<file path="src/sv/assert_macros.svh">
// ----------------------------------------------------------------------------
// assertion macros shared by the sorted key table
// ----------------------------------------------------------------------------
`ifndef ASSERT_MACROS_SVH
`define ASSERT_MACROS_SVH

// condition must hold at every clock edge outside reset
`define SKT_ASSERT(label, cond) \
    label: assert property (@(posedge clk) disable iff (!rst_n) (cond)) \
        else $error("sorted key table check failed");

// consequence must hold in the cycle after the antecedent
`define SKT_ASSERT_NEXT(label, ante, cons) \
    label: assert property (@(posedge clk) disable iff (!rst_n) (ante) |=> (cons)) \
        else $error("sorted key table sequence check failed");

`endif

</file>
<file path="src/sv/skt_pkg.sv">
// ----------------------------------------------------------------------------
// skt_pkg
// shared constants, codes and control types of the sorted key table
// ----------------------------------------------------------------------------
`timescale 1ns / 1ps

package skt_pkg;

    localparam int DEPTH   = 32;
    localparam int IDX_W   = $clog2(DEPTH);
    localparam int CNT_W   = $clog2(DEPTH + 1);
    localparam int KEY_W   = 32;
    localparam int PAY_W   = 64;
    localparam int ACT_W   = 2;
    localparam int STAT_W  = 3;
    localparam int TOTAL_W = 6;

    typedef enum logic [ACT_W-1:0] {
        ACT_INSERT = 2'd0,
        ACT_DELETE = 2'd1,
        ACT_SEARCH = 2'd2,
        ACT_LIST   = 2'd3
    } action_t;

    typedef enum logic [STAT_W-1:0] {
        ST_OK        = 3'd0,
        ST_NOT_FOUND = 3'd1,
        ST_DUPLICATE = 3'd2,
        ST_FULL      = 3'd3,
        ST_ZERO_KEY  = 3'd4,
        ST_EMPTY     = 3'd5
    } status_t;

    typedef enum logic [1:0] {
        S_IDLE,
        S_COMPARE,
        S_EXEC,
        S_LIST
    } state_t;

    // controller to datapath
    typedef struct packed {
        logic req_ready;
        logic compare;
        logic exec;
        logic list_step;
    } cmd_t;

    // datapath to controller
    typedef struct packed {
        logic req_valid;
        logic rsp_free;
        logic is_list;
        logic empty;
        logic list_last;
    } dp_status_t;

endpackage

</file>
<file path="src/sv/skt_ctrl.sv">
// ----------------------------------------------------------------------------
// skt_ctrl
// operation sequencer: accept, compare, execute, list walk
// ----------------------------------------------------------------------------
`timescale 1ns / 1ps

module skt_ctrl (
    input  logic                clk,
    input  logic                rst_n,
    input  skt_pkg::dp_status_t sts,
    output skt_pkg::cmd_t       cmd
);

    skt_pkg::state_t state_reg;
    skt_pkg::state_t state_next;

    always_ff @(posedge clk or negedge rst_n)
    begin
        if (!rst_n)
        begin
            state_reg <= skt_pkg::S_IDLE;
        end
        else
        begin
            state_reg <= state_next;
        end
    end

    always_comb
    begin
        state_next = state_reg;
        case (state_reg)
            skt_pkg::S_IDLE:
            begin
                if (sts.req_valid)
                begin
                    state_next = skt_pkg::S_COMPARE;
                end
            end
            skt_pkg::S_COMPARE:
            begin
                state_next = skt_pkg::S_EXEC;
            end
            skt_pkg::S_EXEC:
            begin
                if (sts.rsp_free)
                begin
                    if (sts.is_list && !sts.empty)
                    begin
                        state_next = skt_pkg::S_LIST;
                    end
                    else
                    begin
                        state_next = skt_pkg::S_IDLE;
                    end
                end
            end
            skt_pkg::S_LIST:
            begin
                if (sts.rsp_free && sts.list_last)
                begin
                    state_next = skt_pkg::S_IDLE;
                end
            end
            default:
            begin
                state_next = skt_pkg::S_IDLE;
            end
        endcase
    end

    always_comb
    begin
        cmd = '0;
        case (state_reg)
            skt_pkg::S_IDLE:
            begin
                cmd.req_ready = 1'b1;
            end
            skt_pkg::S_COMPARE:
            begin
                cmd.compare = 1'b1;
            end
            skt_pkg::S_EXEC:
            begin
                cmd.exec = sts.rsp_free;
            end
            skt_pkg::S_LIST:
            begin
                cmd.list_step = sts.rsp_free;
            end
            default:
            begin
                cmd = '0;
            end
        endcase
    end

endmodule

</file>
<file path="config.mk">
export PLATFORM = sky130hd
export DESIGN_NAME = skt_ctrl
export DESIGN_NICKNAME = d
export VERILOG_FILES = /design/src/sv/assert_macros.svh /design/src/sv/skt_pkg.sv /design/src/sv/skt_ctrl.sv
export SDC_FILE = /design/constraint.sdc
export NUM_CORES = 1
export LEC_CHECK = 0
export BUFFER_PORTS_ARGS = -buffer_cell sky130_fd_sc_hd__buf_2
export CORE_AREA = 2 2 39 41
export CTS_CLUSTER_DIAMETER = 60
export CTS_CLUSTER_SIZE = 8
export DETAILED_ROUTE_END_ITERATION = 16
export DIE_AREA = 0 0 41 43
export GPL_TIMING_DRIVEN = 1
export SLEW_MARGIN = 20
export SYNTH_ARGS = -nofsm -noshare
export SYNTH_HDL_FRONTEND = slang
export SYNTH_SLANG_ARGS = --single-unit
</file>
<file path="constraint.sdc">
create_clock -name clk -period 2.97 [get_ports clk]
set_input_delay 0 -clock clk [delete_from_list [all_inputs] [get_ports clk]]
set_output_delay 0 -clock clk [all_outputs]
set_load 0.02 [all_outputs]
</file>
; Yosys cells after proc, flatten, opt, wreduce, memory -nomap -nowiden
; Cells that the tools add are included.
[totals]
regBits = 2
input_bits = 7
output_inout_bits = 4
[op_classes]
n_eq_ne = 6
mux = 9
reduce_logical = 5
[op_table]
columns = operator, count
row1 = $mux W2, 4
row2 = $pmux W2 S4, 1
row3 = $ne A2 B2 Y1 const B, 3
row4 = $eq A2 B2 Y1 const B, 2
row5 = $mux W1, 4
row6 = $reduce_and A3 Y1, 1
row7 = $eq A2 B1 Y1 const B, 1
row8 = $logic_and A1 B1 Y1, 2
row9 = $logic_not A2 Y1, 1
row10 = $logic_not A1 Y1, 1

; Longest topological paths before layout
[depth]
ltp_word = 5
ltp_mapped = 3

; Worst setup path before layout
; OpenSTA, ideal clock, no wires.
[synth_path]
kind = reg2reg
from = reg state_reg[0]
to = reg state_reg[1]
setup_ps = 131
arrival_ps = 955
required_ps = 2839
path_slack_ps = 1884
path_stages_with_launch = 3
path_buffers = 0
cell_sequence = dfrtp_1 -> nor2b_1 -> or3_1
[synth_via]
elab_chain_len = 3
word_cells_on_any_way = 9
cone_classes = eq/ne (6) / mux (1) / reduce/logical (2)
[synth_lines]
columns = item, line
row1 = start: declaration, skt_ctrl.sv:14  ; skt_pkg::state_t state_reg;
row2 = start signal: assignment, skt_ctrl.sv:21  ; state_reg <= skt_pkg::S_IDLE;
row3 = start signal: assignment, skt_ctrl.sv:25  ; state_reg <= state_next;
row4 = $eq A2 B2 Y1 or $logic_not A2 Y1 (tied branches), skt_ctrl.sv:32  ; case (state_reg)
row5 = $ne A2 B2 Y1 (no source line), n/a
row6 = $reduce_and A3 Y1 (no source line), n/a
; Several ways; a longest one is shown, not always the timed one.
; A chain may end at the register's enable or synchronous reset.

==> impl_metrics.py <==
metrics = {
    "clocking": {
        "cts.repair.resized": 0,
        "cts.reportedPaths.clkPinSlew_ns": 0.03,
        "cts_tree": "yes",
        "htreeDepth": 1,
        "numCtsBuffers": 3,
        "postCtsSetupBuffers": 0,
        "worstSkewPairLatency_ns": 0.23,
        "cts_sinks": 2,
        "ctsHoldBuffers": 2,
        "cts_root_buf": "clkbuf_4",
        "clk_path_buf_depth": 2,
    },
    "sta": {
        "skew_ns": 0.003638,
        "tightest_slew_ns": 0.1576,
        "slew_viol_final": 0,
        "fin_setup_tns_ns": 0,
        "grt_setup_unrepaired": "no",
        "relSlewSlack": 0.8947,
        "period_needed_ns": 1.038,
        "setup_viol": 0,
        "fmax_ghz": 0.9638,
        "timing_hold_violations_final": 0,
        "post-route-period-util": 0.3493,
    },
    "floorplan": {
        "dieWidth_um": 41,
        "core.rowCount": 14,
        "start_util": 0.09403,
        "io_pins": 11,
        "coreArea_um2": 1384,
        "dieArea_um2": 1763,
        "die_h_um": 43,
    },
    "setup_path": {
        "cp-end-kind": "primary output",
        "worstPathRequired_ns": 2.97,
        "arrival_ns": 1.04,
        "reg2reg_setup_slack_ns": 1.93,
        "path_max_fanout": 6,
        "cp-start-kind": "flip-flop",
        "crit_type": "flip-flop to primary output",
    },
    "final_layout": {
        "diodes": 0,
        "area_growth_pct": 86.54,
        "layout_commonest_cell": "buf_2",
        "largest_register_ffs": 2,
        "finalNetCount": 40,
        "fin_cells": 47,
        "final_util": 0.1754,
        "nFillCells": 159,
        "drive_gt1_frac": 0.4194,
        "final_cell_mix": "buf_2, clkbuf_4",
    },
    "power": {
        "seq_power_share": 0.258,
        "p_int_w": 0.0001273,
        "p_per_area_nw_per_um2": 881.6,
        "sw_frac_of_total": 0.4052,
        "clkPwrFrac": 0.283,
        "peakVddDrop_v": 0.0001172,
        "p_leak_nw": 0.1353,
        "p_switching_w": 0.00008672,
        "pwr-share-comb": 0.459,
        "finalPower_w": 0.0002140,
    },
    "synthesis": {
        "synth_area_per_cell_um2": 8.133,
        "ys_warn_count": 0,
        "ys_ff_latch": 2,
        "synth_cell_types": 12,
        "seq_area_frac_synth": 0.3846,
        "syn-cell-area_um2": 130.1,
        "syn-num-nets": 23,
        "syn_inst": 16,
    },
    "global_route": {
        "grt_overflow_total": 0,
        "antenna_found_initial": 0,
        "grt_pass1_vias": 174,
        "grt_pass1_wl_um": 552,
        "grtUsageTotal": 0.05316,
        "grt_max_degree": 7,
    },
    "detailed_routing": {
        "first_pass_iters": 2,
        "detail_route.wl_per_cell_um": 7.660,
        "vias": 164,
        "wirelength_um": 360,
        "route.detailed.drc": 0,
        "viasPerCell": 3.489,
        "initialDrtViolationCount": 3,
        "ant_nets": 0,
    },
    "place": {
        "dp_cells": 42,
        "portBuffers": 10,
        "gp_congestion": 0.5064,
        "dp_hpwl_um": 287.5,
    },
    "hold_path": {
        "min_path_type": "input pin to async pin",
    },
    "flow_run": {
        "cap_violations": 0,
    },
    "run_status": {
        "status": "completed",
    },
}
## metal layers
layer	GRT usage	vias up	routed length, µm
met5	0	-	0
met4	0.08000	0	0
met3	0.03141	0	24
met2	0.07813	5	193
met1	0.03205	73	142
li1	-	86	-
## path summary, 6_finish.rpt
path / from / cells past startpoint / to
max in group asynchronous: rst_n / 2 / state_reg[0]$_DFFE_PN0P_
max: state_reg[0]$_DFFE_PN0P_ / 3 / cmd[1]
min: rst_n / 2 / state_reg[1]$_DFFE_PN0P_
min reg2reg: state_reg[1]$_DFFE_PN0P_ / 2 / state_reg[0]$_DFFE_PN0P_
min in group clk: sts[0] / 4 / state_reg[0]$_DFFE_PN0P_
max reg2reg: state_reg[0]$_DFFE_PN0P_ / 2 / state_reg[1]$_DFFE_PN0P_
## critical path: stages (launching register included)
cell,delay [ns]
dfrtp_1,0.40
nand2b_1,0.17
nor2_1,0.08
buf_2,0.16
## synthesized netlist by cell type
master,count,share of area
and4bb_1,1,0.096
nor2b_1,1,0.048
nand2_1,2,0.058
nor2_1,2,0.058
nand2b_1,2,0.096
o21ai_1,1,0.038
a21boi_1,1,0.058
inv_1,1,0.029
dfrtp_1,2,0.38
and3_1,1,0.048
a21oi_1,1,0.038
or3_1,1,0.048
## cell type report
class,instances,area [µm²],share of cell area
inverter,1,3.754,0.01546
timing repair buffer,12,70.07,0.2887
multi-input combinational,13,76.32,0.3144
clock buffer,3,22.52,0.09278
tap,16,20.02,0.08247
sequential,2,50.05,0.2062
## per-stage QoR
| step | instance area (µm²) | setup WS (ns) | hold slack, ns |
|---|---|---|---|
| 6_report | 242.7 | 1.932 | 0.09397 |
| 4_1_cts | 242.7 | 1.909 | 0.09044 |
| 3_5_place_dp | 200.2 | 1.930 | -0.2137 |
| 2_1_floorplan | 130.1 | 1.884 | -0.2956 |
| 3_3_place_gp | 200.2 | 1.960 | -0.2117 |
| 5_1_grt | 242.7 | 1.856 | 0.1069 |
## cell families after synthesis
group,after synthesis,synth area share
buf+inv,1,0.02882
compound gates,3,0.1346
simple gates,10,0.4520
flops,2,0.3846
## power groups by stage
| stage | registers, W | logic [W] | clock network (W) |
|---|---|---|---|
| after floorplan | 0.0000519 | 0.0000671 | 0 |
| after global placement | 0.0000547 | 0.0000957 | 0 |
| after detailed placement | 0.0000551 | 0.0000978 | 0 |
| after CTS | 0.0000549 | 0.000100 | 0.0000651 |
| after global routing | 0.0000585 | 0.000108 | 0.0000668 |
| final | 0.0000552 | 0.0000981 | 0.0000606 |
Note: power is estimated with default switching activity, not from simulation.
